## src/rtl/embd_pkg.sv

```systemverilog
// shared types and constants for the edge mask border dilation block
package embd_pkg;

  // fixed field widths
  localparam int PIX_W      = 10;
  localparam int CFG_W      = 11;
  localparam int ROW_W      = 11;
  localparam int CFG_IDX_W  = 1;
  localparam int MAX_HEIGHT = 1024;

  // reset value of both frame size registers
  localparam logic [CFG_W-1:0] DIM_RST = CFG_W'(1024);

  // configuration register indexes
  typedef enum logic [CFG_IDX_W-1:0] {
    REG_FRAME_WIDTH  = 1'b0,
    REG_FRAME_HEIGHT = 1'b1
  } cfg_reg_t;

  // request codes of the input word
  typedef enum logic {
    REQ_PIXEL = 1'b0,
    REQ_FLUSH = 1'b1
  } req_type_t;

  // input channel word
  typedef struct packed {
    logic req_type;
    logic edge_bit;
    logic border_in;
  } in_item_t;

  // result channel word
  typedef struct packed {
    logic [PIX_W-1:0] pixel_col;
    logic [PIX_W-1:0] pixel_row;
    logic             edge_out;
    logic             border_out;
    logic             frame_last;
  } out_item_t;

  // position of the result carried along the pipe
  typedef struct packed {
    logic [PIX_W-1:0] col;
    logic [PIX_W-1:0] row;
    logic             last;
  } res_t;

  // one raster position issued to the column store
  typedef struct packed {
    logic [ROW_W-1:0] row;
    logic             edge_bit;
    logic             border_bit;
    logic             emit;
    res_t             res;
  } issue_t;

  // column summary handed to the window stage
  typedef struct packed {
    logic v;
    logic col0;
    logic cedge;
    logic cborder;
    logic emit;
    res_t res;
  } colv_t;

  // one tap of the horizontal window
  typedef struct packed {
    logic v;
    logic col0;
    logic cedge;
    logic cborder;
  } tap_t;

endpackage

```

## src/rtl/embd_if.sv

```systemverilog


interface embd_out_if import embd_pkg::*; ();
  logic      valid;
  logic      ready;
  out_item_t data;

  modport source (output valid, output data, input ready);
  modport sink (input valid, input data, output ready);
endinterface

```

## src/rtl/embd_window.sv

```systemverilog
// horizontal window over column summaries and result register
module embd_window import embd_pkg::*; #(
  parameter int RADIUS = 5
) (
  input  logic          clk,
  input  logic          rst_n,
  input  logic          colv_valid,
  input  colv_t         colv,
  output logic          win_ready,
  embd_out_if.source    out_chan
);

  localparam int TAPS = 2 * RADIUS + 1;

  tap_t            hist_r [1:TAPS-1];
  tap_t            tap    [0:TAPS-1];
  logic [TAPS-1:0] same;
  logic [TAPS-1:0] hit;
  logic            near;
  logic            take;
  logic            out_valid_r;
  out_item_t       out_data_r;

  assign win_ready = !out_valid_r || out_chan.ready;
  assign take      = colv_valid && win_ready;

  // taps, newest first; the centre sits radius taps back
  always_comb begin
    tap[0] = '{v: colv.v, col0: colv.col0, cedge: colv.cedge, cborder: colv.cborder};
    for (int k = 1; k < TAPS; k++) begin
      tap[k] = hist_r[k];
    end
  end

  // keep only taps in the centre's row: a row start between them cuts the window
  always_comb begin
    same[RADIUS] = 1'b1;
    for (int k = RADIUS - 1; k >= 0; k--) begin
      same[k] = same[k+1] && !tap[k].col0;
    end
    for (int k = RADIUS + 1; k < TAPS; k++) begin
      same[k] = same[k-1] && !tap[k-1].col0;
    end
    for (int k = 0; k < TAPS; k++) begin
      hit[k] = tap[k].v && same[k];
    end
  end

  assign near = |hit;

  // tap shift line
  always_ff @(posedge clk) begin
    if (take) begin
      hist_r[1] <= tap[0];
      for (int k = 2; k < TAPS; k++) begin
        hist_r[k] <= hist_r[k-1];
      end
    end
  end

  // result register
  always_ff @(posedge clk) begin
    if (!rst_n) begin
      out_valid_r <= 1'b0;
    end else if (take && colv.emit) begin
      out_valid_r <= 1'b1;
    end else if (out_chan.ready) begin
      out_valid_r <= 1'b0;
    end
  end

  always_ff @(posedge clk) begin
    if (take && colv.emit) begin
      out_data_r.pixel_col  <= colv.res.col;
      out_data_r.pixel_row  <= colv.res.row;
      out_data_r.edge_out   <= tap[RADIUS].cedge;
      out_data_r.border_out <= tap[RADIUS].cborder || (near && !tap[RADIUS].cedge);
      out_data_r.frame_last <= colv.res.last;
    end
  end

  assign out_chan.valid = out_valid_r;
  assign out_chan.data  = out_data_r;

  // every emitting column summary becomes a result word
  a_emit_lands: assert property (@(posedge clk) disable iff (!rst_n)
    (take && colv.emit) |=> out_valid_r)
    else $error("emitting position did not reach the result register");

endmodule

```

## src/flat_wrapper.sv

```systemverilog
// flat-port wrapper written by rule: the top's interface ports become plain ports
module embd_window_flat import embd_pkg::*;
#(
  parameter int RADIUS = 5
)
  (clk, rst_n, colv_valid, colv, win_ready, out_chan_valid, out_chan_data, out_chan_ready);
  embd_out_if out_chan_i ();
  input  logic clk;
  input  logic rst_n;
  input  logic colv_valid;
  input  colv_t colv;
  output logic win_ready;
  output wire logic [$bits(out_chan_i.valid)-1:0] out_chan_valid;
  output wire logic [$bits(out_chan_i.data)-1:0] out_chan_data;
  input wire logic [$bits(out_chan_i.ready)-1:0] out_chan_ready;
  assign out_chan_valid = out_chan_i.valid;
  assign out_chan_data = out_chan_i.data;
  assign out_chan_i.ready = out_chan_ready;
  embd_window #(.RADIUS(RADIUS)) u_core (.clk(clk), .rst_n(rst_n), .colv_valid(colv_valid), .colv(colv), .win_ready(win_ready), .out_chan(out_chan_i));
endmodule
```

## config.mk

```make
export PLATFORM = sky130hd
export DESIGN_NAME = embd_window_flat
export DESIGN_NICKNAME = d
export VERILOG_FILES = /design/src/rtl/embd_pkg.sv /design/src/rtl/embd_if.sv /design/src/rtl/embd_window.sv /design/src/flat_wrapper.sv
export SDC_FILE = /design/constraint.sdc
export NUM_CORES = 1
export LEC_CHECK = 0
export BUFFER_PORTS_ARGS = -buffer_cell sky130_fd_sc_hd__buf_2
export CORE_MARGIN = 2
export CORE_UTILIZATION = 49
export DETAILED_ROUTE_END_ITERATION = 12
export PLACE_DENSITY = 0.77
export SLEW_MARGIN = 20
export SYNTH_ARGS = -nofsm -noshare
export SYNTH_HDL_FRONTEND = slang
export SYNTH_SLANG_ARGS = --single-unit
```

## constraint.sdc

```tcl
create_clock -name clk -period 1.72 [get_ports clk]
set_input_delay 0 -clock clk [delete_from_list [all_inputs] [get_ports clk]]
set_output_delay 0 -clock clk [all_outputs]
set_load 0.03 [all_outputs]
```

==> metrics.txt <==
Final Wtd Congestion 0.7399; H-Tree Level Count 2; vias in the first global route 1,032; Post-DRT Antenna Nets 0; # diodes 0; measured slew at the worst slew-check pin 0.5016 ns; net switching power 0.5015 mW; DR WL/cell 14.90 um; yosys warns 0; Synth top area share 0.9123; Core Region 0.003337 mm^2; combinational share of power 0.086; unrepaired setup endpoints after global routing false; setup tns final 0 ns; GRT met2 Usage 0.3019; Mapped Nets 104; grt met3 use 0.04286; sw frac 0.2092; Clock Sinks 53; Via density 4.738; full die area 0.003982 mm^2; Worst setup SP type flop; GRT busiest layer met2; fin crit share 0.8372; CTS root buf clkbuf_4; Yosys reg bits 53; Yosys cell types 19; height of the die 63.10 um; final wirelength 3.129 mm; clock power share 0.276; Clock transition at path regs 0.14 ns; Sequential Power Share 0.638; Die X 63.10 um; drt pass-1 iters 4; Worst slew margin 0.6656; class of the worst hold path primary input to flop; max-cap violations 0; outcome finished, final reports clean; iteration-0 DRC count of the detailed router 76; syn avg cell area 23.13 um^2; number of cells produced by synthesis 74; CTS Buf Count 5; area delta synth->final 40.13%; largest net degree at the start of global routing 30; postcts setup bufs 0; CTS tree yes; Pint 1.895 mW; layout cells sized above 1 0.3963; Ports 55; Setup CP Type flop to flop; overflow left after global routing 0; Critical Path Fanout Max 1; Worst Path Arrival 1.57 ns; post-synthesis sequential area ratio 0.9240; Cell Area, Synth 0.001712 mm^2; antenna violations before repair 0; initial core utilization 0.5129; clock buffer depth 2; total track usage 0.1673; Clock Latency Late Sink 0.36 ns; count of buffers from port buffering 54; CTS resizes 0; setup slack, reg-to-reg 0.28 ns; Leak 0.9310 nW; Layout Cells excl Fill 210; M1 GR Usage 0.1707; clock period minus worst slack 1.440 ns; WP data required 1.85 ns; Inst Count DP 175; dominant cell type by area after synthesis edfxtp_1; Final nets 193; Cell Rows 21; drt drc 0; final-report hold violation count 0; fill cell count 208; fin. max-slew vios 0; Peak supply drop 0.7317 mV; final setup violation count 0; Pwr Density 999.2 mW/mm^2; synth top area cells edfxtp_1 (91%), dfxtp_1 (1.2%), a221oi_2 (0.88%), inv_1 (0.66%), nor2_1 (0.66%); fmax 694.4 MHz; CP endpoint kind flop; via count 995; Layout Skew 0.01080 ns; first-pass GRT wire length 4.740 mm
-- routing by layer --
metal | vias up | wire length [um]
met5 | - | 0
met4 | 0 | 106
met3 | 14 | 170
met2 | 44 | 1707
met1 | 467 | 1143
li1 | 470 | -
-- layout make-up --
| type | instances | area, um^2 | share of cell area |
|---|---|---|---|
| sequential | 53 | 1582 | 0.6594 |
| timing repair buffer | 82 | 548.0 | 0.2285 |
| multi-input combinational | 18 | 121.4 | 0.05060 |
| tap | 46 | 57.56 | 0.02400 |
| clock inverter | 3 | 41.29 | 0.01721 |
| clock buffer | 5 | 37.54 | 0.01565 |
| inverter | 3 | 11.26 | 0.004695 |
-- worst paths after layout --
path | start | end | depth (start not counted)
worst max register to register | u_core.hist_r[10][3]$_DFFE_PP_ | u_core.out_chan.data[1]$_DFFE_PP_ | 4
worst max-delay path | u_core.hist_r[10][3]$_DFFE_PP_ | u_core.out_chan.data[1]$_DFFE_PP_ | 4
worst min register to register | u_core.hist_r[2][0]$_DFFE_PP_ | u_core.hist_r[3][0]$_DFFE_PP_ | 0
worst min-delay path | colv[21] | u_core.out_chan.data[14]$_DFFE_PP_ | 2
-- logic make-up after synthesis --
family	after synthesis	synth area share
compound gates	8	0.03875
buf+inv	3	0.006578
flops	53	0.9240
simple gates	10	0.03071
-- flip-flops by register name, indices dropped and copies added (netlist names) --
name                   flops
u_core.hist_r             29
u_core.out_chan.data      23
u_core.out_chan.valid      1
-- critical path: stages, from the launching register on --
cell and delay [ns]:
edfxtp_1 0.38, nor3b_1 0.14, o31ai_1 0.25, a31oi_1 0.12
a311o_1 0.32
-- cell usage after synthesis --
master and number:
inv_1 3, nor2_1 3, o21bai_1 1, nor2b_1 1
a21oi_1 1, and3_1 1, a22oi_1 1, a31oi_1 1
and2_1 1, a311o_1 1, nor3b_1 1, nand2_1 1
a221oi_2 1, edfxtp_1 52, nor3_1 1, a21boi_0 1
o31ai_1 1, dfxtp_1 1, nand2b_1 1
-- power by group through the flow --
stage | Clock [mW] | Sequential [mW] | Combinational (mW)
detailed placement | 0 | 1.56 | 0.157
finish | 0.661 | 1.53 | 0.207
global route | 0.715 | 1.54 | 0.222
global placement | 0 | 1.55 | 0.152
CTS | 0.670 | 1.53 | 0.205
floorplan | 0 | 1.60 | 0.0405
-- metrics by stage --
| step | total power, mW | utilization | instance area, um^2 | worst slack [ns] | hold slack (ns) |
|---|---|---|---|---|---|
| 6_report | 2.397 | 0.7188 | 2399 | 0.2799 | 0.3214 |
| 5_1_grt | 2.472 | 0.7188 | 2399 | 0.2282 | 0.3265 |
| 4_1_cts | 2.404 | 0.7188 | 2399 | 0.2911 | 0.3239 |
| 3_5_place_dp | 1.715 | 0.6142 | 2049 | 0.3261 | 0.1781 |
| 3_3_place_gp | 1.704 | 0.6142 | 2049 | 0.3341 | 0.1771 |
| 2_1_floorplan | 1.640 | - | 1714 | 0.09681 | 0.09887 |
-- layout by cell type, fill, tap and decap left out --
master	Yosys	final
clkinv_1	0	1
and2_2	0	1
bufinv_16	0	1
buf_2	0	54
nor2b_1	1	1
a22oi_1	1	1
a221oi_2	1	1
o31ai_1	1	1
dlygate4sd3_1	0	27
nor3_1	1	1
a311o_1	1	1
a31oi_1	1	1
a21boi_0	1	1
clkbuf_4	0	5
nor2_1	3	3
a21oi_1	1	1
and3_2	0	1
buf_4	0	1
nand2_1	1	1
o21bai_1	1	1
edfxtp_1	52	52
nand2b_1	1	1
inv_1	3	3
dfxtp_1	1	1
clkinvlp_4	0	1
nor3b_1	1	1
-- timing repair --
item / in CTS / in global routing
endpoints found under the setup margin: 0 / 0
hold buffers: 27 / 0
endpoints found under the hold margin: 26 / 0
No activity file was read; power rests on OpenSTA's default activity.
