===== config.mk =====
export PLATFORM = sky130hd
export DESIGN_NAME = embd_ctrl_flat
export DESIGN_NICKNAME = d
export VERILOG_FILES = /design/src/rtl/embd_pkg.sv /design/src/rtl/embd_if.sv /design/src/rtl/embd_ctrl.sv /design/src/flat_wrapper.sv
export SDC_FILE = /design/constraint.sdc
export NUM_CORES = 1
export LEC_CHECK = 0
export ABC_AREA = 1
export ABC_CLOCK_PERIOD_IN_PS = 4580
export BUFFER_PORTS_ARGS = -buffer_cell sky130_fd_sc_hd__buf_2
export CORE_ASPECT_RATIO = 1.4
export CORE_MARGIN = 5
export CORE_UTILIZATION = 56
export CTS_BUF_LIST = sky130_fd_sc_hd__clkbuf_8 sky130_fd_sc_hd__clkbuf_16
export CTS_CLUSTER_DIAMETER = 50
export CTS_CLUSTER_SIZE = 10
export DETAILED_ROUTE_END_ITERATION = 10
export PLACE_DENSITY = 0.77
export SYNTH_ARGS = -nofsm -noshare
export SYNTH_HDL_FRONTEND = slang
export SYNTH_SLANG_ARGS = --single-unit

===== constraint.sdc =====
create_clock -name clk -period 4.58 [get_ports clk]
set_input_delay 1.145 -clock clk [delete_from_list [all_inputs] [get_ports clk]]
set_output_delay 1.145 -clock clk [all_outputs]
set_load 0.03 [all_outputs]

===== src/rtl/embd_pkg.sv =====
// shared types and constants for the edge mask border dilation block
package embd_pkg;

  // fixed field widths
  localparam int PIX_W      = 10;
  localparam int CFG_W      = 11;
  localparam int ROW_W      = 11;
  localparam int CFG_IDX_W  = 1;
  localparam int MAX_HEIGHT = 1024;

  // reset value of both frame size registers
  localparam logic [CFG_W-1:0] DIM_RST = CFG_W'(1024);

  // configuration register indexes
  typedef enum logic [CFG_IDX_W-1:0] {
    REG_FRAME_WIDTH  = 1'b0,
    REG_FRAME_HEIGHT = 1'b1
  } cfg_reg_t;

  // request codes of the input word
  typedef enum logic {
    REQ_PIXEL = 1'b0,
    REQ_FLUSH = 1'b1
  } req_type_t;

  // input channel word
  typedef struct packed {
    logic req_type;
    logic edge_bit;
    logic border_in;
  } in_item_t;

  // result channel word
  typedef struct packed {
    logic [PIX_W-1:0] pixel_col;
    logic [PIX_W-1:0] pixel_row;
    logic             edge_out;
    logic             border_out;
    logic             frame_last;
  } out_item_t;

  // position of the result carried along the pipe
  typedef struct packed {
    logic [PIX_W-1:0] col;
    logic [PIX_W-1:0] row;
    logic             last;
  } res_t;

  // one raster position issued to the column store
  typedef struct packed {
    logic [ROW_W-1:0] row;
    logic             edge_bit;
    logic             border_bit;
    logic             emit;
    res_t             res;
  } issue_t;

  // column summary handed to the window stage
  typedef struct packed {
    logic v;
    logic col0;
    logic cedge;
    logic cborder;
    logic emit;
    res_t res;
  } colv_t;

  // one tap of the horizontal window
  typedef struct packed {
    logic v;
    logic col0;
    logic cedge;
    logic cborder;
  } tap_t;

endpackage


===== src/rtl/embd_if.sv =====
// valid/ready channel interfaces for the input and result words
interface embd_in_if import embd_pkg::*; ();
  logic     valid;
  logic     ready;
  in_item_t data;

  modport source (output valid, output data, input ready);
  modport sink (input valid, input data, output ready);
endinterface



===== src/rtl/embd_ctrl.sv =====
// frame registers, raster counters, lag counter and flush sequencing
module embd_ctrl import embd_pkg::*; #(
  parameter int MAX_WIDTH = 1024,
  parameter int RADIUS    = 5
) (
  input  logic                          clk,
  input  logic                          rst_n,
  embd_in_if.sink                       in_chan,
  input  logic                          cfg_we,
  input  logic [CFG_IDX_W-1:0]          cfg_index,
  input  logic [CFG_W-1:0]              cfg_data,
  input  logic                          load_ok,
  output logic                          issue_valid,
  output logic [$clog2(MAX_WIDTH)-1:0]  issue_col,
  output issue_t                        issue
);

  localparam int W_W   = $clog2(MAX_WIDTH + 1);
  localparam int COL_W = $clog2(MAX_WIDTH);
  localparam int LAG_W = $clog2(RADIUS * MAX_WIDTH + RADIUS + 1);

  // clamp of the width register to the supported range
  function automatic logic [W_W-1:0] used_width(input logic [CFG_W-1:0] raw);
    logic [W_W-1:0] w;
    if (raw == '0) begin
      w = W_W'(1);
    end else if (int'(raw) > MAX_WIDTH) begin
      w = W_W'(MAX_WIDTH);
    end else begin
      w = W_W'(raw);
    end
    return w;
  endfunction

  function automatic logic [ROW_W-1:0] used_height(input logic [CFG_W-1:0] raw);
    logic [ROW_W-1:0] h;
    if (raw == '0) begin
      h = ROW_W'(1);
    end else if (int'(raw) > MAX_HEIGHT) begin
      h = ROW_W'(MAX_HEIGHT);
    end else begin
      h = ROW_W'(raw);
    end
    return h;
  endfunction

  // positions between a pixel and its result: radius rows plus radius pixels
  function automatic logic [LAG_W-1:0] lag_of(input logic [CFG_W-1:0] raw);
    return LAG_W'(RADIUS) * LAG_W'(used_width(raw)) + LAG_W'(RADIUS);
  endfunction

  logic [CFG_W-1:0] width_r;
  logic [CFG_W-1:0] height_r;
  logic [CFG_W-1:0] width_nxt;
  logic [W_W-1:0]   in_col_r;
  logic [ROW_W-1:0] in_row_r;
  logic [LAG_W-1:0] lag_rem_r;
  logic [W_W-1:0]   sched_col_r;
  logic [ROW_W-1:0] sched_row_r;
  logic             gen_r;

  logic [W_W-1:0]   used_w;
  logic [ROW_W-1:0] used_h;
  logic             frame_in;
  logic             accept;
  logic             take_pixel;
  logic             take_flush;
  logic             step;
  logic             emit;
  logic             col_wrap;
  logic             sched_col_wrap;
  logic             sched_last;

  // decode of the current position
  assign used_w         = used_width(width_r);
  assign used_h         = used_height(height_r);
  assign frame_in       = in_row_r >= used_h;
  assign in_chan.ready  = load_ok && !gen_r;
  assign accept         = in_chan.valid && in_chan.ready;
  assign take_pixel     = accept && (in_chan.data.req_type == REQ_PIXEL) && !frame_in;
  assign take_flush     = accept && frame_in;
  assign step           = take_pixel || take_flush || (gen_r && load_ok);
  assign emit           = lag_rem_r == '0;
  assign col_wrap       = in_col_r == used_w - W_W'(1);
  assign sched_col_wrap = sched_col_r == used_w - W_W'(1);
  assign sched_last     = sched_col_wrap && (sched_row_r == used_h - ROW_W'(1));

  assign width_nxt = (cfg_index == REG_FRAME_WIDTH) ? cfg_data : width_r;

  // position issued to the column store
  assign issue_valid     = step;
  assign issue_col       = in_col_r[COL_W-1:0];
  assign issue.row       = in_row_r;
  assign issue.edge_bit  = take_pixel && in_chan.data.edge_bit;
  assign issue.border_bit = take_pixel && in_chan.data.border_in;
  assign issue.emit      = emit;
  assign issue.res.col   = PIX_W'(sched_col_r);
  assign issue.res.row   = sched_row_r[PIX_W-1:0];
  assign issue.res.last  = sched_last;

  // registers and counters
  always_ff @(posedge clk) begin
    if (!rst_n) begin
      width_r     <= DIM_RST;
      height_r    <= DIM_RST;
      in_col_r    <= '0;
      in_row_r    <= '0;
      sched_col_r <= '0;
      sched_row_r <= '0;
      lag_rem_r   <= lag_of(DIM_RST);
      gen_r       <= 1'b0;
    end else if (cfg_we) begin
      unique case (cfg_index)
        REG_FRAME_WIDTH:  width_r  <= cfg_data;
        REG_FRAME_HEIGHT: height_r <= cfg_data;
        default: ;
      endcase
      in_col_r    <= '0;
      in_row_r    <= '0;
      sched_col_r <= '0;
      sched_row_r <= '0;
      lag_rem_r   <= lag_of(width_nxt);
      gen_r       <= 1'b0;
    end else if (step) begin
      if (emit && sched_last) begin
        // last result of the frame: start over
        in_col_r    <= '0;
        in_row_r    <= '0;
        sched_col_r <= '0;
        sched_row_r <= '0;
        lag_rem_r   <= lag_of(width_r);
        gen_r       <= 1'b0;
      end else begin
        if (col_wrap) begin
          in_col_r <= '0;
          in_row_r <= in_row_r + ROW_W'(1);
        end else begin
          in_col_r <= in_col_r + W_W'(1);
        end
        if (emit) begin
          if (sched_col_wrap) begin
            sched_col_r <= '0;
            sched_row_r <= sched_row_r + ROW_W'(1);
          end else begin
            sched_col_r <= sched_col_r + W_W'(1);
          end
        end else begin
          lag_rem_r <= lag_rem_r - LAG_W'(1);
        end
        gen_r <= !emit && (gen_r || take_flush);
      end
    end
  end

  // empty positions are only generated once the frame is fully in
  a_gen_after_frame: assert property (@(posedge clk) disable iff (!rst_n)
    gen_r |-> (in_row_r >= used_h))
    else $error("flush sequencing active before frame complete");

  // a result never overtakes the pixels that produce it
  a_sched_behind: assert property (@(posedge clk) disable iff (!rst_n)
    sched_row_r <= in_row_r)
    else $error("result row ahead of input row");

endmodule


===== src/flat_wrapper.sv =====
// flat-port wrapper written by rule: the top's interface ports become plain ports
module embd_ctrl_flat import embd_pkg::*;
#(
  parameter int MAX_WIDTH = 1024,
  parameter int RADIUS    = 5
)
  (clk, rst_n, cfg_we, cfg_index, cfg_data, load_ok, issue_valid, issue_col, issue, in_chan_valid, in_chan_data, in_chan_ready);
  embd_in_if in_chan_i ();
  input  logic clk;
  input  logic rst_n;
  input  logic cfg_we;
  input  logic [CFG_IDX_W-1:0] cfg_index;
  input  logic [CFG_W-1:0] cfg_data;
  input  logic load_ok;
  output logic issue_valid;
  output logic [$clog2(MAX_WIDTH)-1:0] issue_col;
  output issue_t issue;
  input wire logic [$bits(in_chan_i.valid)-1:0] in_chan_valid;
  input wire logic [$bits(in_chan_i.data)-1:0] in_chan_data;
  output wire logic [$bits(in_chan_i.ready)-1:0] in_chan_ready;
  assign in_chan_i.valid = in_chan_valid;
  assign in_chan_i.data = in_chan_data;
  assign in_chan_ready = in_chan_i.ready;
  embd_ctrl #(.MAX_WIDTH(MAX_WIDTH), .RADIUS(RADIUS)) u_core (.clk(clk), .rst_n(rst_n), .in_chan(in_chan_i), .cfg_we(cfg_we), .cfg_index(cfg_index), .cfg_data(cfg_data), .load_ok(load_ok), .issue_valid(issue_valid), .issue_col(issue_col), .issue(issue));
endmodule

==> run_results.csv <==
group,metric,value,unit
global_route,grt_usage,0.257,
synthesis,yosysUniqueCellTypes,50,
sta,tns,0,ns
place,numPortBuffers,66,
setup_path,crit_path_start_kind,"register",
routing,vias_per_cell,5.48,
synthesis,synth_edf_count,0,
synthesis,synthTopCellsByArea,"dfxtp_1, nand2_1, ha_1",
cells_and_area,num_antenna_cells,0,
clock_tree,cts_sinks,80,
setup_path,r2r-end,"u_core.lag_rem_r[6]",
clock_tree,clk_pin_slew,0.07,ns
synthesis,syn_area,0.00767,mm2
routing,num_vias,7811,
power_and_ir_drop,netSwitchingPower,0.000745,W
floorplanning,fp-row-count,50,
routing,drt_first_pass_iters,6,
place,gp_congestion,0.957,
power_and_ir_drop,p_leak,4.11,nW
sta,min_period_over_period,0.959,
setup_path,critical_path_class,"reg2out",
clock_tree,clockBufferDepth,2,
sta,hold_violations,0,
setup_path,rrSetupSlack,0.60,ns
sta,fin_crit,4.39,ns
sta,whs,0.482,ns
synthesis,synthCells,1180,
clock_tree,cts_buffers,9,
place,hpwlAfterDp,16.4,mm
floorplanning,io_pins,67,
min_path,hp-class,"reg2reg",
sta,slew_headroom,0.559,
clock_tree,htree_levels,3,
setup_path,cp_data_arrival_time,3.25,ns
synthesis,synth_common_cells,"nand2_1, inv_1, nor2_1, nand3_1, dfxtp_1",
clock_tree,ctsHoldBuffers,0,
floorplanning,fp.coreArea,0.0134,mm2
cells_and_area,final_area,0.00850,mm2
clock_tree,clk_latency,0.35,ns
routing,drcViolationCount,0,
place,place_area,0.00813,mm2
cells_and_area,fin_cells,1425,
power_and_ir_drop,p_seq_frac,0.354,
synthesis,synth.top_cell.area_share,0.209,
floorplanning,dieArea,0.0162,mm2
clock_tree,cts_tree,"done",
synthesis,synth_flop_cell,"dfxtp_1",
power_and_ir_drop,ir_drop,0.240,mV
synthesis,yosysSeqAreaShare,0.209,
global_route,antenna_found_initial,0,
global_route,grt_pass1_wl,34.1,mm
synthesis,async_reset_ff_frac,0,
setup_path,reg2regPathDepth,16,
power_and_ir_drop,p_comb_frac,0.287,
cells_and_area,num-fill-cells,1309,
setup_path,end_kind,"output pin",
routing,drt_iter0_drc,410,
synthesis,yosys_register_bits,80,
setup_path,endpoint,"issue[0]",
clock_tree,cts_root_buffer,"clkbuf_16",
floorplanning,start_util,0.573,
floorplanning,die-width,109,um
power_and_ir_drop,p_int,0.00138,W
synthesis,avgSynthCellArea,6.50,um2
synthesis,yosysWarnings,0,
sta,worst_slack,0.188,ns
floorplanning,die_h,149,um
sta,max_freq,0.228,GHz
synthesis,yosysMostFrequentCell,"nand2_1",
setup_path,cp-startpoint,"u_core.width_r[3]",
sta,setup_viol,0,
run,drv_cap,0,
global_route,overflow,0,
power_and_ir_drop,power.share.clock,0.359,
global_route,grt_pass1_vias,7430,
synthesis,yosysTopAreaCell,"dfxtp_1",
setup_path,crit_path_max_fanout,5,
sta,worst_slew_pin_slew,0.653,ns
routing,routedWlPerCell,14.4,um
routing,postRouteAntennaNets,0,
power_and_ir_drop,power.density,250,mW/mm2
cells_and_area,num-nets-final,1332,
setup_path,cp_data_required_time,3.43,ns
power_and_ir_drop,swShare,0.350,
cells_and_area,drive_above_1_share,0.158,
place,placed_cells,1408,
cells_and_area,syn_to_final_growth,10.7,%
sta,fin_skew,0.0111,ns
place,place_ws,-0.139,ns
sta,slew_viol_final,0,
run_status,status,"finished, final reports clean",
routing,drt_wl_total,20.5,mm
global_route,grt_max_degree,29,
sta,rsz0062_at_grt,"yes",
setup_path,reg2reg_from,"u_core.height_r[2]",
-- power by group through the flow --
| stage | Combinational (W) | Clock (W) | Sequential (W) |
|---|---|---|---|
| final | 0.000611 | 0.000763 | 0.000753 |
| after global routing | 0.000690 | 0.000800 | 0.000756 |
| after CTS | 0.000599 | 0.000769 | 0.000752 |
| after detailed placement | 0.000594 | 0 | 0.000768 |
| after global placement | 0.000586 | 0 | 0.000767 |
| after floorplan | 0.000450 | 0 | 0.000758 |
-- stage by stage --
stage                      util  power (W)
after floorplan               -    0.00121
after global placement    0.608    0.00135
after detailed placement  0.608    0.00136
after CTS                 0.631    0.00212
after global routing      0.635    0.00225
final                     0.635    0.00213
-- cells in the final DEF (no fill, tap or decap), drive strengths merged --
| cell type | count |
|---|---|
| a211oi | 1 |
| a21boi | 2 |
| a21o | 1 |
| a21oi | 75 |
| a31o | 1 |
| a31oi | 2 |
| and2 | 1 |
| buf | 105 |
| bufinv | 1 |
| clkbuf | 9 |
| clkinv | 8 |
| clkinvlp | 3 |
| conb | 2 |
| dfxtp | 80 |
| ha | 74 |
| inv | 129 |
| nand2 | 279 |
| nand3 | 97 |
| nand3b | 6 |
| nand4 | 36 |
| nor2 | 135 |
| nor3 | 25 |
| nor3b | 1 |
| nor4 | 6 |
| o211ai | 2 |
| o21a | 1 |
| o21ai | 69 |
| o21bai | 2 |
| o22ai | 14 |
| o311ai | 1 |
| o31ai | 4 |
| o41ai | 2 |
| or2 | 5 |
| or4 | 1 |
| xnor2 | 15 |
| xor2 | 48 |
-- worst min path at each step --
stage / from / to / slack [ns] / depth (start not counted)
4_1_cts: u_core.height_r[0] / u_core.height_r[0] / 0.48 / 2
3_5_place_dp: u_core.height_r[0] / u_core.height_r[0] / 0.47 / 2
2_1_floorplan: u_core.height_r[0] / u_core.height_r[0] / 0.44 / 2
3_3_place_gp: u_core.height_r[0] / u_core.height_r[0] / 0.47 / 2
6_report: u_core.height_r[0] / u_core.height_r[0] / 0.48 / 2
5_1_grt: u_core.lag_rem_r[1] / u_core.lag_rem_r[1] / 0.52 / 2
-- area by class of cell --
type | instances | area, um2 | share of cell area
timing repair buffer | 105 | 626 | 0.0736
multi-input combinational | 908 | 5220 | 0.615
clock buffer | 9 | 225 | 0.0265
inverter | 134 | 508 | 0.0598
tap | 182 | 228 | 0.0268
clock inverter | 7 | 85.1 | 0.0100
sequential | 80 | 1600 | 0.188
-- sequential cells by signal (all words and copies together), names as in the netlist --
| register | flops |
|---|---|
| u_core.in_row_r | 11 |
| u_core.in_col_r | 11 |
| u_core.sched_col_r | 11 |
| u_core.sched_row_r | 11 |
| u_core.gen_r | 1 |
| u_core.height_r | 11 |
| u_core.width_r | 11 |
| u_core.lag_rem_r | 13 |
-- kinds of logic (layout without fill, tap and decap cells) --
group           count (synthesis)  in the layout  share of synthesized area
fa+ha+maj                      74             74                      0.121
other cells                     1              2                   0.000489
compound gates                177            177                      0.132
simple gates                  592            592                      0.350
xor+xnor                       63             63                     0.0719
flops                          80             80                      0.209
buf+inv                       193            255                      0.116
-- what timing repair did --
action                                  CTS  global route
endpoints found under the setup margin    0            12
buffers inserted                          0             1
hold endpoints to repair                  0             0
resized for setup                         0            23
-- worst max-delay path, stage by stage, from the launching register on --
cell     delay [ns]
dfxtp_1        0.39
nor2_2         0.18
nand3_2        0.11
nor2_1         0.18
nor2_4         0.09
nor2_4         0.16
inv_1          0.06
ha_2           0.39
xor2_1         0.14
o21ai_0        0.11
nor2_2         0.11
nand3_1        0.09
nor2_2         0.13
nand3_1        0.09
nor2_1         0.15
nand3_1        0.13
nor2_2         0.15
buf_2          0.23
-- routing by layer --
layer,wire length [um],track usage,vias up
met2,10600,0.475,218
met3,837,0.0295,63
met1,8360,0.292,3529
li1,-,-,4001
met5,0,0,-
met4,767,0.108,0
Power figures use the tool's default switching activity.
